$ cat config.mk
export PLATFORM = sky130hd
export DESIGN_NAME = clvt_ctrl
export DESIGN_NICKNAME = d
export VERILOG_FILES = /design/src/sv/clvt_pkg.sv /design/src/sv/clvt_ctrl.sv
export SDC_FILE = /design/constraint.sdc
export NUM_CORES = 1
export LEC_CHECK = 0
export BUFFER_PORTS_ARGS = -buffer_cell sky130_fd_sc_hd__buf_4
export CORE_AREA = 4 4 41 43
export DETAILED_ROUTE_END_ITERATION = 8
export DIE_AREA = 0 0 45 47
export GPL_ROUTABILITY_DRIVEN = 1
export GPL_TIMING_DRIVEN = 0
export PLACE_DENSITY_LB_ADDON = 0.08
export SYNTH_ARGS = -nofsm -noshare
export SYNTH_HDL_FRONTEND = slang
export SYNTH_SLANG_ARGS = --single-unit
export TNS_END_PERCENT = 1
$ cat constraint.sdc
create_clock -name i_clk -period 2.4 [get_ports i_clk]
set_clock_uncertainty 0.05 [all_clocks]
set_input_delay 0.24 -clock i_clk [delete_from_list [all_inputs] [get_ports i_clk]]
set_output_delay 0.24 -clock i_clk [all_outputs]
set_load 0.005 [all_outputs]
$ cat src/sv/clvt_pkg.sv
// Package for the CAN last-value identifier table.
// Holds field widths, status codes and the controller/datapath structs.
// Depends on nothing; every other file but clvt_ram imports it.
`default_nettype none

package clvt_pkg;

    localparam int PAYLOAD_BYTES = 8;
    localparam int ID_W          = 29;
    localparam int DATA_W        = 8 * PAYLOAD_BYTES;
    localparam int STATUS_W      = 2;
    localparam int SLOT_W        = 5;

    localparam int TABLE_DEPTH_DEF = 32;

    localparam logic [STATUS_W-1:0] STATUS_UPDATED  = 2'd0;
    localparam logic [STATUS_W-1:0] STATUS_INSERTED = 2'd1;
    localparam logic [STATUS_W-1:0] STATUS_DROPPED  = 2'd2;

    // Commands from the controller to the datapath.
    typedef struct packed {
        logic load;      // capture the accepted word and restart the scan
        logic step;      // issue the next slot read
        logic commit;    // write the table and record the result
        logic out_load;  // move the result into the output register
    } t_cmd;

    // Status from the datapath to the controller.
    typedef struct packed {
        logic scan_done; // the compared slot ends the scan
        logic out_busy;  // the output register holds a word not yet taken
    } t_sts;

endpackage

`default_nettype wire

$ cat src/sv/clvt_ctrl.sv
// Controller of the identifier table: accept, scan, commit, hand off.
// Depends on clvt_pkg for the command and status structs.
`default_nettype none

module clvt_ctrl
    import clvt_pkg::*;
(
    input  wire logic i_clk,
    input  wire logic i_rst_n,
    input  wire logic i_in_valid,
    output logic      o_in_ready,
    input  wire t_sts i_sts,
    output t_cmd      o_cmd
);

    localparam logic [1:0] ST_IDLE = 2'd0;
    localparam logic [1:0] ST_SCAN = 2'd1;
    localparam logic [1:0] ST_FIN  = 2'd2;

    logic [1:0] r_state;
    logic [1:0] n_state;

    always_comb begin
        n_state    = r_state;
        o_cmd      = '0;
        o_in_ready = 1'b0;
        case (r_state)
            ST_IDLE: begin
                o_in_ready = 1'b1;
                if (i_in_valid) begin
                    o_cmd.load = 1'b1;
                    n_state    = ST_SCAN;
                end
            end
            ST_SCAN: begin
                if (i_sts.scan_done) begin
                    o_cmd.commit = 1'b1;
                    n_state      = ST_FIN;
                end else begin
                    o_cmd.step = 1'b1;
                end
            end
            ST_FIN: begin
                if (!i_sts.out_busy) begin
                    o_cmd.out_load = 1'b1;
                    n_state        = ST_IDLE;
                end
            end
            default: begin
                n_state = ST_IDLE;
            end
        endcase
    end

    always_ff @(posedge i_clk) begin
        if (!i_rst_n) begin
            r_state <= ST_IDLE;
        end else begin
            r_state <= n_state;
        end
    end

endmodule

`default_nettype wire

# Yosys cells after proc, flatten, opt, wreduce, memory -nomap -nowiden
# Cells that the tools add are included.
# totals
register_bits,2
output_inout_bits,5
elab_cells,20
# classes
eq_ne,5
n_reduce_logical,2
muxes,12
# ops
op,count
$mux W2,4
$mux W1,7
$ne A2 B2 Y1 const B,3
$pmux W2 S3,1
$reduce_and A3 Y1,1
$eq A2 B1 Y1 const B,1
$eq A2 B2 Y1 const B,1
$logic_not A2 Y1,1

# Logic depth before layout (Yosys ltp)
# logic_depth
word_depth,3
depth_mapped,2

# Worst setup path before layout
# OpenSTA, ideal clock, no wires.
# synth_timing
kind,reg-to-output
startpoint,reg r_state[1]
endpoint,out o_cmd[3] (netlist name)
path_stages_with_launch,3
t_arrival_ps,625
slack_ps,1485
n_path_buf,0
cell_sequence,dfxtp_1 nor2_1 and2_1
# synth_lines
item,line_no,source
from (decl),clvt_ctrl.sv:20,logic [1:0] r_state;
from (signal assigned),clvt_ctrl.sv:59,r_state <= n_state;
to (decl),clvt_ctrl.sv:13,output t_cmd o_cmd

==> impl_metrics.yaml <==
outcome:
  status: "complete, no violations"
clock_network:
  cts_sinks: 2
  cts_buffers: 3
  insertion_delay_ns: 0.22
  cts_tree: "done"
  post_cts_buffers: 0
  clockBufferDepth: 2
  htree_levels: 1
  cts_resized: 0
  cts-hold-fix-buffers: 0
  path_clk_slew_ns: 0.03
  root_buffer: "clkbuf_4"
yosys:
  syn-cell-area_um2: 129
  synth_seq_cells: 2
  synthCells: 17
  synth-compound-area-share_pct: 13.6
  synthMuxAreaShare_pct: 0
  avgSynthCellArea_um2: 7.58
  synthAdderAreaFrac_pct: 0
  synth_nets: 22
  synth_top_family_by_area: "simple AND/OR/NAND/NOR gates"
  synthXorXnorAreaFrac_pct: 0
  synth_warnings: 0
  yosysSeqAreaShare_pct: 31.1
  synth.distinct_cells: 9
  synth-simple-area-share_pct: 52.4
detailed_routing:
  vias: 148
  dr.pass1.iters: 2
  wirelength_um: 390
  drt_iter0_drc: 3
  post_drt_wl_per_cell_um: 8.86
  drc: 0
  antenna_left: 0
  vias_per_cell: 3.36
sta:
  setup_ws_ns: 1.08
  setup_violations: 0
  setup_tns_ns: 0
  final_max_slew_viol_count: 0
  period_needed_ns: 1.32
  slew-limit-headroom_pct: 86.1
  rsz0062_at_grt: "false"
  worst_slew_pin_slew_ns: 0.208
  timing.fmax_ghz: 0.756
  hold_violations: 0
  fin_crit_sh_pct: 55.1
global_route:
  grt_start_max_net_pins: 6
  antenna_found_initial: 0
  grt_use_total_pct: 5.60
  grt-ovfl-total: 0
  grt_pass1_wl_um: 772
  grt_pass1_vias: 180
floorplanning:
  coreArea_um2: 1300
  pin_count: 10
  die-area_um2: 2120
  fp.dieH_um: 47
  die_x_um: 45
  rows: 13
  initial_utilization_pct: 9.90
worst_setup_path:
  rrSetupSlack_ns: 1.54
  cp-end-kind: "output port"
  timing.rr.start: "r_state[1]"
  required_ns: 2.11
  crit_type: "reg -> out"
  critPathLaunchType: "register"
  cp.arrival_ns: 1.03
  r2r_end: "r_state[1]"
  cp_max_fo: 4
  r2r_cells: 2
power:
  total_leakage_power_nw: 0.112
  p_total_w: 0.000141
  power_switching_w: 0.0000330
  p_per_area_nw_per_um2: 593
  switching_share_pct: 23.4
  power_report.internal_total_w: 0.000108
  power_frac_seq_pct: 27.3
  combPwrFrac_pct: 19.5
  clkPwrFrac_pct: 53.1
  ir_drop_uv: 120
placement:
  placed_cells: 41
  port_buffers: 9
  place_congestion: 0.670
  pre_cts_ws_ns: 1.32
layout:
  mostFrequentLayoutCells: "buf_4, nor2_1, nand2b_1"
  finish.utilization_pct: 18.3
  drive_gt1_share_pct: 48.3
  largest_reg_flops: 2
  stdcell_count: 44
  fillCellCount: 167
  final_common_cell: "buf_4"
  largest_registers: "r_state (2)"
  diodes: 0
  largest-register: "r_state"
  areaGrowthSynthToFinish_pct: 84.5
  nets: 36
worst_hold_path:
  hold_path.class: "in -> reg"
  whs_path_depth: 3
  min_to: "r_state[0]"
  hold_start: "i_rst_n"
run:
  max_cap_violations: 0
==> how the worst max path moves through the flow <==
stage,from,to,cells past startpoint
after global placement,r_state[1],o_cmd[1],3
after floorplan,r_state[1],o_cmd[3],2
final,r_state[1],o_cmd[2],3
after detailed placement,r_state[1],o_cmd[2],3
after global routing,r_state[1],o_cmd[1],3
after CTS,r_state[1],o_cmd[2],3
==> layer usage <==
| metal | vias up | GRT usage, % | routed length, um |
|---|---|---|---|
| met1 | 59 | 6.33 | 188 |
| met4 | 0 | 7.02 | 0 |
| met2 | 10 | 5.93 | 153 |
| met3 | 0 | 3.83 | 47 |
| met5 | - | 0 | 0 |
| li1 | 79 | - | - |
==> synth_stat cells, drive strengths merged <==
cell | n | area share [%]
inv | 1 | 2.9
and2 | 1 | 4.9
a21oi | 1 | 3.9
nand2 | 2 | 5.8
o22ai | 1 | 9.7
dfxtp | 2 | 31
nand2b | 5 | 30
nor2 | 4 | 12
==> cells by family (layout without fill, tap and decap cells) <==
group,Yosys count,count (layout)
AND/OR/NAND/NOR,12,12
AO/OA/AOI/OAI,2,2
flip-flops,2,2
buffers and inverters,1,13
==> layout make-up <==
class                           instances  area, um^2  share of cell area [%]
Sequential cell                         2        40.0                    16.8
Tap cell                               15        18.8                    7.89
Multi-Input combinational cell         14        85.1                    35.8
Inverter                                1        3.75                    1.58
Clock buffer                            3        22.5                    9.47
Timing Repair Buffer                    9        67.6                    28.4
==> metrics by stage <==
stage,hold WS (ns),area [um^2]
after floorplan,0.320,129
after global placement,0.467,215
after detailed placement,0.457,215
after CTS,0.215,238
after global routing,0.221,238
final,0.223,238
==> power groups by stage <==
stage / Sequential [W] / Clock [W] / Combinational (W)
3_5_place_dp: 0.0000389 / 0 / 0.0000280
4_1_cts: 0.0000386 / 0.0000806 / 0.0000282
2_1_floorplan: 0.0000381 / 0 / 0.0000123
3_3_place_gp: 0.0000391 / 0 / 0.0000281
5_1_grt: 0.0000391 / 0.0000854 / 0.0000316
6_report: 0.0000386 / 0.0000750 / 0.0000275
==> worst max-delay path: stages (launching register included) <==
cell and delay, ns:
dfxtp_1 0.42, nand2b_1 0.21, nor2_1 0.06, buf_4 0.13
No activity file was read; power rests on OpenSTA's default activity.
