File: config.mk
export PLATFORM = sky130hd
export DESIGN_NAME = clvt_dp
export DESIGN_NICKNAME = d
export VERILOG_FILES = /design/src/sv/clvt_pkg.sv /design/src/sv/clvt_ram.sv /design/src/sv/clvt_dp.sv
export SDC_FILE = /design/constraint.sdc
export NUM_CORES = 1
export LEC_CHECK = 0
export BUFFER_PORTS_ARGS = -buffer_cell sky130_fd_sc_hd__clkbuf_2
export CAP_MARGIN = 30
export CORE_UTILIZATION = 35
export CTS_CLUSTER_DIAMETER = 30
export CTS_CLUSTER_SIZE = 20
export DETAILED_ROUTE_END_ITERATION = 10
export GPL_TIMING_DRIVEN = 0
export HOLD_SLACK_MARGIN = 0.08
export SKIP_LAST_GASP = 1
export SLEW_MARGIN = 20
export SYNTH_ARGS = -nofsm -noshare
export SYNTH_HDL_FRONTEND = slang
export SYNTH_SLANG_ARGS = --single-unit
export TNS_END_PERCENT = 10
File: constraint.sdc
create_clock -name i_clk -period 7.91 [get_ports i_clk]
set_input_delay 0.791 -clock i_clk [delete_from_list [all_inputs] [get_ports i_clk]]
set_output_delay 0.791 -clock i_clk [all_outputs]
set_load 0.005 [all_outputs]
File: src/sv/clvt_pkg.sv
// Package for the CAN last-value identifier table.
// Holds field widths, status codes and the controller/datapath structs.
// Depends on nothing; every other file but clvt_ram imports it.
`default_nettype none

package clvt_pkg;

    localparam int PAYLOAD_BYTES = 8;
    localparam int ID_W          = 29;
    localparam int DATA_W        = 8 * PAYLOAD_BYTES;
    localparam int STATUS_W      = 2;
    localparam int SLOT_W        = 5;

    localparam int TABLE_DEPTH_DEF = 32;

    localparam logic [STATUS_W-1:0] STATUS_UPDATED  = 2'd0;
    localparam logic [STATUS_W-1:0] STATUS_INSERTED = 2'd1;
    localparam logic [STATUS_W-1:0] STATUS_DROPPED  = 2'd2;

    // Commands from the controller to the datapath.
    typedef struct packed {
        logic load;      // capture the accepted word and restart the scan
        logic step;      // issue the next slot read
        logic commit;    // write the table and record the result
        logic out_load;  // move the result into the output register
    } t_cmd;

    // Status from the datapath to the controller.
    typedef struct packed {
        logic scan_done; // the compared slot ends the scan
        logic out_busy;  // the output register holds a word not yet taken
    } t_sts;

endpackage

`default_nettype wire

File: src/sv/clvt_ram.sv
// Generic single-write, single-read RAM with a registered read port.
// Depends on nothing.
`default_nettype none

module clvt_ram #(
    parameter int WIDTH = 8,
    parameter int DEPTH = 32,
    parameter int AW    = (DEPTH > 1) ? $clog2(DEPTH) : 1
) (
    input  wire logic             i_clk,
    input  wire logic             i_we,
    input  wire logic [AW-1:0]    i_wr_addr,
    input  wire logic [WIDTH-1:0] i_wr_data,
    input  wire logic [AW-1:0]    i_rd_addr,
    output logic      [WIDTH-1:0] o_rd_data
);

    logic [WIDTH-1:0] r_mem [DEPTH];

    always_ff @(posedge i_clk) begin
        if (i_we) begin
            r_mem[i_wr_addr] <= i_wr_data;
        end
        o_rd_data <= r_mem[i_rd_addr];
    end

endmodule

`default_nettype wire

File: src/sv/clvt_dp.sv
// Datapath of the identifier table: slot stores, scan pointer, compare, result.
// Depends on clvt_pkg and on clvt_ram for the identifier and payload stores.
`default_nettype none

module clvt_dp
    import clvt_pkg::*;
#(
    parameter int TABLE_DEPTH = TABLE_DEPTH_DEF
) (
    input  wire logic                i_clk,
    input  wire logic                i_rst_n,
    input  wire t_cmd                i_cmd,
    output t_sts                     o_sts,
    input  wire logic [ID_W-1:0]     i_frame_id,
    input  wire logic [DATA_W-1:0]   i_payload,
    output logic                     o_out_valid,
    input  wire logic                i_out_ready,
    output logic      [STATUS_W-1:0] o_status,
    output logic      [SLOT_W-1:0]   o_slot
);

    localparam int AW = (TABLE_DEPTH > 1) ? $clog2(TABLE_DEPTH) : 1;
    localparam int CW = $clog2(TABLE_DEPTH + 1);

    logic [ID_W-1:0]     r_id;
    logic [DATA_W-1:0]   r_data;
    logic [CW-1:0]       r_rd_addr;
    logic [AW-1:0]       r_cmp_addr;
    logic                r_cmp_vld;
    logic                r_valid [TABLE_DEPTH];
    logic [STATUS_W-1:0] r_status;
    logic [SLOT_W-1:0]   r_slot;

    logic                rd_issue;
    logic [AW-1:0]       ram_rd_addr;
    logic [ID_W-1:0]     id_rd;
    logic [ID_W-1:0]     eff_id;
    logic                match;
    logic                empty;
    logic                last;
    logic                id_we;
    logic                data_we;

    // Reads stop once the pointer has passed the last slot.
    assign rd_issue    = r_rd_addr < CW'(TABLE_DEPTH);
    assign ram_rd_addr = rd_issue ? r_rd_addr[AW-1:0] : '0;

    // A slot never written since reset reads as empty.
    assign eff_id = r_valid[r_cmp_addr] ? id_rd : '0;
    assign match  = eff_id == r_id;
    assign empty  = eff_id == '0;
    assign last   = r_cmp_addr == AW'(TABLE_DEPTH - 1);

    assign o_sts.scan_done = r_cmp_vld && (match || empty || last);
    assign o_sts.out_busy  = o_out_valid && !i_out_ready;

    // A zero identifier matches an empty slot, so only its payload is written.
    assign data_we = i_cmd.commit && (match || empty);
    assign id_we   = i_cmd.commit && !match && empty;

    clvt_ram #(
        .WIDTH (ID_W),
        .DEPTH (TABLE_DEPTH)
    ) u_id_ram (
        .i_clk     (i_clk),
        .i_we      (id_we),
        .i_wr_addr (r_cmp_addr),
        .i_wr_data (r_id),
        .i_rd_addr (ram_rd_addr),
        .o_rd_data (id_rd)
    );

    clvt_ram #(
        .WIDTH (DATA_W),
        .DEPTH (TABLE_DEPTH)
    ) u_data_ram (
        .i_clk     (i_clk),
        .i_we      (data_we),
        .i_wr_addr (r_cmp_addr),
        .i_wr_data (r_data),
        .i_rd_addr (r_cmp_addr),
        .o_rd_data ()
    );

    always_ff @(posedge i_clk) begin
        if (i_cmd.load) begin
            r_id   <= i_frame_id;
            r_data <= i_payload;
        end
        if (i_cmd.step && rd_issue) begin
            r_cmp_addr <= r_rd_addr[AW-1:0];
        end
        if (i_cmd.commit) begin
            if (match) begin
                r_status <= STATUS_UPDATED;
                r_slot   <= SLOT_W'(r_cmp_addr);
            end else if (empty) begin
                r_status <= STATUS_INSERTED;
                r_slot   <= SLOT_W'(r_cmp_addr);
            end else begin
                r_status <= STATUS_DROPPED;
                r_slot   <= '0;
            end
        end
        if (i_cmd.out_load) begin
            o_status <= r_status;
            o_slot   <= r_slot;
        end
    end

    always_ff @(posedge i_clk) begin
        if (!i_rst_n) begin
            r_rd_addr   <= '0;
            r_cmp_vld   <= 1'b0;
            o_out_valid <= 1'b0;
            for (int k = 0; k < TABLE_DEPTH; k++) begin
                r_valid[k] <= 1'b0;
            end
        end else begin
            if (i_cmd.load) begin
                r_rd_addr <= '0;
                r_cmp_vld <= 1'b0;
            end else if (i_cmd.step) begin
                if (rd_issue) begin
                    r_rd_addr <= r_rd_addr + CW'(1);
                end
                r_cmp_vld <= rd_issue;
            end else if (i_cmd.commit) begin
                r_cmp_vld <= 1'b0;
            end
            if (id_we) begin
                r_valid[r_cmp_addr] <= 1'b1;
            end
            if (i_cmd.out_load) begin
                o_out_valid <= 1'b1;
            end else if (i_out_ready) begin
                o_out_valid <= 1'b0;
            end
        end
    end

endmodule

`default_nettype wire
After elaboration in Yosys (flattened, before gate mapping)

Memories as Yosys holds them, arrays and structs flattened. A register that Yosys moved wholly into a read port is not among the register bits.
Cells that the tools add are included.

Add/sub/neg operators: 1
$lt $le $gt $ge: 1
Equality and inequality tests: 2
Mux-type cells: 18
Bitwise gates (word level): 1
Reduce and logical (&&, ||, !) cells: 15

Operators with widths:

| cell                                         | number |
|---|---|
| == test 29 bit                               | 1 |
| logical NOT 29 bit                           | 1 |
| 2-to-1 mux 29 bit                            | 1 |
| 2-to-1 mux 5 bit                             | 5 |
| 2-to-1 mux 1 bit                             | 11 |
| adder 6 x 1 -> 6 bit (second input constant) | 1 |
| < comparator 6 bit (second input constant)   | 1 |
| == test 5 bit (second input constant)        | 1 |
| logical AND 1 bit                            | 5 |
| nonzero test 2 bit                           | 2 |
| logical NOT 1 bit                            | 2 |
| logical OR 1 bit                             | 2 |
| 2-to-1 mux 2 bit                             | 1 |
| AND reduction 2 bit                          | 1 |
| OR reduction 2 bit                           | 1 |
| NOT 1 bit                                    | 1 |
| OR reduction 1 bit                           | 1 |

Register bits: 56
Memory bits (writable): 960
Memories: 2

Memory list:

| name           | depth | width | rd ports | clocked after Yosys merged registers in | wr ports | line           | text |
|---|---|---|---|---|---|---|---|
| u_id_ram.r_mem | 32    | 29    | 1        | 1                                       | 1        | clvt_ram.sv:18 | `logic [WIDTH-1:0] r_mem [DEPTH];` |
| r_valid        | 32    | 1     | 1        | 1                                       | 32       | clvt_dp.sv:30  | `logic r_valid [TABLE_DEPTH];` |

Depth between registers and ports, before layout

Gate-level depths: netlist of run 1.

Depth after elaboration: 10
Depth in mapped cells: 12
Gate-level depth less buffers: 8

Hierarchy

Synthesis of run 1 repeated with hierarchy kept, for this count alone.

Cell total of the unflattened synthesis: 2432
Area total of the unflattened synthesis: 41114.4 um^2

By module, submodules not included:

| module   | times used | cells each | area each (um^2) | seq. area each (um^2) |
|---|---|---|---|---|
| clvt_ram | 1          | 2054       | 36870.4          | 28447.3 |
| clvt_dp  | 1          | 378        | 4244.1           | 2342.2 |

Least setup slack after synthesis of run 1

Ideal clock, no wire load.

Path kind: register -> register
Start point: register with a tool-made name
End point: memory u_id_ram.r_mem[3][0] (netlist bit), enable pin
Data arrival time: 5.403 ns
Path slack: 2.008 ns
Stages on the path, launching flop included: 13
Buffers on the path: 4
Clock period less this slack: 5.902 ns
Cell sequence: dfxtp_1 buf_4 buf_6 mux2i_1 mux4_2 a22oi_4 nand2_2 mux2_2 a211oi_1 and4_1 buf_6 buf_6 nor4b_1

RTL lines:

| item      | line |
|---|---|
| to (decl) | clvt_ram.sv:18 |

==> reports/qor.yml, run 1 <==
status: "finished, final reports clean"
crit_buf_inv: 5
ir_drop_v: 0.000162
drive_above_1_share_pct: 27.7
min_period_ns: 5.49
max-cap-violations: 0
die_y_um: 343
synth_warnings: 0
worst_pin_slew_ns: 1.03
grt_pass1_wl_um: 152000
maxSlewViolCount: 0
start_kind: "flop"
wl_per_cell_um: 25.6
dp_slack_ns: 3.01
cts.sinks: 1050
initial_core_util_pct: 35.5
slew_headroom_pct: 31.4
ys_top_cells_by_area: "edfxtp_1 (72%), mux4_2 (9.8%), mux2i_1 (6.1%), dfxtp_1 (3.6%), o22ai_1 (1.8%)"
setup_violations: 0
power.leakage_nw: 16.3
place_area_mm2: 0.0446
critical_path_required_ns: 7.12
numCtsBuffers: 165
core.rowCount: 124
postCtsSetupBuffers: 0
hold_buffers: 0
dpl.hpwl_um: 73200
cts_tree: "yes"
antenna_found_initial: 1
hold_class: "in2reg"
grt_max_degree: 38
root_buffer: "clkbuf_16"
core_mm2: 0.115
clock_latency_ns: 0.74
drtPass1Iterations: 5
synth_commonest_cells: "edfxtp_1 (976), mux2i_1 (249), mux4_2 (178)"
swShare_pct: 20.9
synth_most_common_cell: "edfxtp_1"
fmax_mhz: 182
share_comb_of_total_power_pct: 3.5
synthCells: 2100
h-tree-depth: 4
path_max_fanout: 10
gp_congestion: 0.865
fin_area_mm2: 0.0506
fillers: 9731
layout.cells.non_filler: 4105
critPathTopFamily: "simple AND/OR/NAND/NOR gates"
drtIter0Drc: 2651
ctsResizeCount: 0
clockPowerShare_pct: 52.0
critPathMaxStageDelay_ns: 0.52
dieArea_mm2: 0.118
synth_nets: 2201
setup_ws_ns: 2.42
placed_cells: 3777
io_buffers: 45
p_seq_share_pct: 44.5
ys_seq_elements: 1050
syn_to_final_growth_pct: 24.0
routed_wl_um: 105000
ioPinCount: 110
hold_violations: 0
synthesis.area_mm2: 0.0408
crit_type: "reg2out"
switchingPower_mw: 2.94
end_kind: "output port"
intPower_mw: 11.1
grt-ovfl-total: 0
fin_util_pct: 44.0
skew_ns: 0.0339
tns_ns: 0
avgSynthCellArea_um2: 19.4
fin_nets: 2553
rsz0062_at_grt: "false"
period_share_pct: 69.4
synth_seq_area_share_pct: 75.5
crit_arrival_ns: 4.70
async_reset_ff_share_pct: 0
p_per_area_mw_per_mm2: 277
antenna_left: 0
clock_path_buffers: 3
vias_per_cell: 5.39
grt_pass1_vias: 22000
drc: 0
die-width_um: 343
cpMostUsedCell: "buf_6"
clk_pin_slew_ns: 0.05
synth_edf_count: 976
yosys.area.top_type: "edfxtp_1"
vias: 22100
synth_cell_types: 53
netlist.area_leader.share_pct: 71.9
synth-main-ff-cell: "edfxtp_1"
grtUsageTotal_pct: 17.9
cp_cell_sequence: "buf_4 > buf_6 > mux2i_1 > mux4_2 > a22oi_2 > nand2_2 > or3_1 > a2111oi_1 > and4_1 > buf_6 > buf_6 > o21a_1 > clkbuf_2"
cp_slowest_cell: "mux4_2"
## power by group through the flow
stage,sequential [mW],combinational (mW),clock (mW)
2_1_floorplan,6.36,0.235,0
3_3_place_gp,6.42,0.342,0
3_5_place_dp,6.38,0.438,0
4_1_cts,6.27,0.441,7.38
5_1_grt,6.25,0.515,7.62
6_report,6.25,0.484,7.30
## metrics by stage
step | total power, mW | hold slack [ns]
2_1_floorplan | 6.59 | 0.400
3_3_place_gp | 6.76 | 0.409
3_5_place_dp | 6.82 | 0.412
4_1_cts | 14.1 | 0.187
5_1_grt | 14.4 | 0.209
6_report | 14.0 | 0.229
## final timing paths
path,start,end,slack (ns),cells past startpoint
max reg2reg,flop,u_id_ram.r_mem[11][11]$_DFFE_PP_,2.88,15
min reg2reg,r_slot[2]$_DFFE_PP_,o_slot[2]$_DFFE_PP_,0.42,0
max,flop,o_sts[1],2.42,13
min,i_frame_id[7],r_id[7]$_DFFE_PP_,0.23,1
## sequential cells by signal (all words and copies together) (netlist names), named ones only
register            count
o_status                2
r_status                2
r_cmp_addr              5
o_out_valid             1
r_valid                32
u_id_ram.r_mem        928
o_slot                  5
r_id                   29
r_slot                  5
u_id_ram.o_rd_data     29
r_cmp_vld               1
r_rd_addr               6
## cells by family (layout without fill, tap and decap cells)
kind of cell | count (synthesis) | count (layout) | share of synthesized area [%]
fa+ha+maj | 1 | 1 | 0.0307
compound gates | 199 | 199 | 3.07
xor+xnor | 20 | 20 | 0.430
buf+inv | 142 | 634 | 1.44
simple gates | 231 | 231 | 2.70
mux | 457 | 457 | 16.8
other cells | 0 | 1 | 0
flops | 1050 | 1050 | 75.5
## final cells by class
class | count | area (µm²) | area share (%)
Sequential cell | 1050 | 30800 | 60.9
Multi-Input combinational cell | 908 | 9610 | 19.0
Antenna cell | 1 | 2.50 | 0.00495
Timing Repair Buffer | 185 | 1960 | 3.88
Buffer | 126 | 531 | 1.05
Clock inverter | 114 | 1330 | 2.62
Inverter | 16 | 60.1 | 0.119
Tap cell | 1512 | 1890 | 3.74
Clock buffer | 193 | 4380 | 8.67
## worst register-to-register path: cells and delay by family (launching register included)
family	cells	cell delay (ns)
simple gates	3	1.35
compound gates	3	0.90
buf+inv	7	1.52
mux	2	0.64
flops	1	0.31
## routing by layer
layer	wire length [µm]	track usage (%)	part of all wire, %
met1	45100	25.0	43
met2	50000	28.6	47
met3	7540	2.92	7.2
met4	2600	5.62	2.5
met5	13	0	0.012
## cells in the final DEF, fill, tap and decap left out, types with 8 or more instances in the layout
master      instances
o21a_1              8
clkbuf_2           48
buf_12             18
nand3_1            66
inv_6              13
clkinvlp_4         20
buf_6              29
nor2_1             23
buf_4              24
nand2_1            63
buf_1              33
nor3_1              9
bufinv_16          22
clkinv_1           16
clkinv_2           22
edfxtp_1          976
clkinv_4           16
nor2b_1             9
mux2_2             30
dfxtp_1            74
nor2_4             22
inv_1              15
buf_16             13
buf_2              40
mux2i_1           249
mux4_2            178
o22ai_1           116
xnor2_1            16
o21ai_1            13
clkbuf_16         171
clkbuf_1           99
o21ai_0            34
buf_8              27
No activity file was read; power rests on OpenSTA's default activity.
==> inputs of run 2 (changes only) <==
clock period = 4.45 ns   (was 7.91 ns; I/O delays follow)
==> reports/qor.yml, run 2 (synthesized netlist as in run 1, its figures left out) <==
min_from: "i_cmd[1]"
clk_pin_slew_ns: 0.05  # about the same
cpMostUsedCell: "buf_2"
drive_above_1_share_pct: 27.4  # -0.28 points
final_common_cell: "edfxtp_1"
antenna_left: 0  # unchanged
routed_wl_um: 106000  # +1.0%
ir_drop_v: 0.000322  # +98%
io_buffers: 45  # unchanged
antenna-diode-count: 0  # -1
critical_path_required_ns: 4.88  # -2.24 ns
grt_max_degree: 38  # unchanged
cts_tree: "yes"
cp_slowest_cell: "nor4_2"
placed_cells: 3765  # -0.32%
grtUsageTotal_pct: 18.1  # +0.26 points
gp_congestion: 0.867  # +0.25%
drtIter0Drc: 2429  # -8.4%
rsz0062_at_grt: "true"
intPower_mw: 19.4  # +75%
numCtsBuffers: 167  # +1.2%
hold_violations: 0  # unchanged
reg2reg_depth: 16  # +1
fin_nets: 2599  # +1.8%
skew_ns: 0.0254  # -0.00845 ns
grt_pass1_vias: 22700  # +3.3%
power.leakage_nw: 16.4  # +1.2%
initial_core_util_pct: 35.5  # unchanged
h-tree-depth: 4  # unchanged
maxSlewViolCount: 0  # unchanged
use_met2_pct: 29.2  # +0.55 points
share_comb_of_total_power_pct: 3.6  # about the same
r2r_end: "u_id_ram.r_mem[9][8]$_DFFE_PP_"
fillers: 9638  # -0.96%
worst_pin_slew_ns: 1.05  # +0.0213 ns
crit_type: "reg2reg"
vias_per_cell: 5.37  # -0.19%
syn_to_final_growth_pct: 25.3
clock_path_buffers: 3  # unchanged
largest_register: "u_id_ram.r_mem"
grt-busiest-layer: "met2"
min_period_ns: 4.71
root_buffer: "clkbuf_16"
hold_class: "in2reg"
critPathMaxStageDelay_ns: 0.69  # +0.17 ns
crit_arrival_ns: 5.15  # +0.45 ns
setup_ws_ns: -0.264  # -2.68 ns
use_met3_pct: 4.11  # +1.2 points
top_regs: "u_id_ram.r_mem x928, r_valid x32"
worst_hold_path.endpoint: "r_slot[3]$_DFFE_PP_"
p_per_area_mw_per_mm2: 484  # +75%
die_y_um: 343  # unchanged
drc: 0  # unchanged
crit_buf_inv: 8  # +3
swShare_pct: 21.4  # +0.50 points
slew_headroom_pct: 30.0  # -1.4 points
die-width_um: 343  # unchanged
setup_violations: 216  # +216
wl_per_cell_um: 25.6  # about the same
violations: "setup timing"
path_max_fanout: 10  # unchanged
grt_pass1_wl_um: 154000  # +1.5%
final_cell_mix: "edfxtp_1 (976), mux2i_1 (249), mux4_2 (178)"
cts.sinks: 1050  # unchanged
core_mm2: 0.115  # unchanged
start_kind: "flop"
fmax_mhz: 212
grt-ovfl-total: 0  # unchanged
period_share_pct: 106
dieArea_mm2: 0.118  # unchanged
switchingPower_mw: 5.30  # +81%
clockPowerShare_pct: 51.5  # -0.5 points
clock_latency_ns: 0.75  # about the same
critPathTopFamily: "buffers and inverters"
dp_slack_ns: -0.550  # -3.56 ns
status: "finished with violations"
dpl.hpwl_um: 73600  # +0.48%
gr-usage-met1_pct: 24.8  # -0.22 points
largest_register_ffs: 928  # unchanged
end_kind: "flop"
whs_path_depth: 1  # unchanged
cp_cell_sequence: "buf_6 > buf_8 > mux2i_1 > mux4_2 > a22oi_4 > nand2_4 > buf_4 > a22oi_1 > a2111oi_2 > and4_4 > buf_8 > buf_12 > nor4_2 > buf_2 > buf_2 > buf_2"
core.rowCount: 124  # unchanged
p_seq_share_pct: 44.9  # +0.4 points
vias: 22300  # +0.88%
max-cap-violations: 0  # unchanged
ff2ff_setup_slack_ns: -0.26  # -3.14 ns
ioPinCount: 110  # unchanged
antenna_found_initial: 2  # +1
drtPass1Iterations: 6  # +1
layout.cells.non_filler: 4149  # +1.1%
[run 2: how the worst max path moves through the flow]
stage	startpoint	to	cells after the start
2_1_floorplan	flop	u_id_ram.r_mem[23][0]$_DFFE_PP_	11
3_3_place_gp	flop	u_id_ram.r_mem[19][11]$_DFFE_PP_	11
3_5_place_dp	flop	u_id_ram.r_mem[13][8]$_DFFE_PP_	15
4_1_cts	u_id_ram.o_rd_data[1]$_DFF_P_	u_id_ram.r_mem[29][10]$_DFFE_PP_	11
5_1_grt	u_id_ram.o_rd_data[1]$_DFF_P_	u_id_ram.r_mem[20][10]$_DFFE_PP_	11
6_report	flop	u_id_ram.r_mem[9][8]$_DFFE_PP_	16
[run 2: worst reg2reg max path, cell delays in order, from the launching register on]
cell and delay [ns]:
dfxtp_1 0.34, buf_6 0.16, buf_8 0.16, mux2i_1 0.09, mux4_2 0.52, a22oi_4 0.38
nand2_4 0.09, buf_4 0.17, a22oi_1 0.31, a2111oi_2 0.10, and4_4 0.23, buf_8 0.16
buf_12 0.16, nor4_2 0.69, buf_2 0.33, buf_2 0.26, buf_2 0.26
[run 2: timing repair]
item / CTS / global route
pin swaps: 6 / 7
resized for setup: 13 / 0
buffers inserted: 8 / 11
hold buffers: 33 / 0
setup endpoints to repair: 295 / 645
endpoints found under the hold margin: 38 / 0
gates cloned: 0 / 0
[run 2: layout make-up]
type                       instances  area [µm²]  share of cell area (%)
buffer                           126         553                    1.08
inverter                          16        60.1                   0.118
multi-input combinational        908        9670                    18.9
clock inverter                   113        1250                    2.44
clock buffer                     195        4360                    8.53
timing repair buffer             229        2500                    4.89
tap                             1512        1890                    3.70
sequential                      1050       30800                    60.3
[run 2: power by group through the flow]
stage / Clock, mW / Sequential (mW) / Combinational [mW]
3_3_place_gp: 0 / 11.4 / 0.609
3_5_place_dp: 0 / 11.4 / 0.768
2_1_floorplan: 0 / 11.3 / 0.419
4_1_cts: 12.9 / 11.2 / 0.804
5_1_grt: 13.3 / 11.1 / 0.952
6_report: 12.7 / 11.1 / 0.896
[run 2: through the flow]
stage          TNS (ns)  util, %  hold slack [ns]  instance area (µm²)  power [mW]
2_1_floorplan   -239.14        -            0.400                40800        11.7
3_3_place_gp   -2649.64     37.3            0.408                42900        12.0
3_5_place_dp     -17.37     38.7            0.415                44500        12.1
4_1_cts          -13.69     44.0            0.100                50600        24.9
5_1_grt          -71.64     44.4            0.125                51100        25.4
6_report         -18.85     44.4            0.146                51100        24.7
[run 2: metal layers]
layer	up-vias	wire [µm]	part of all wire [%]
met5	-	0	0
met4	0	2260	2.1
met3	176	8830	8.3
met2	1012	50600	48
met1	11700	44600	42
li1	9450	-	-
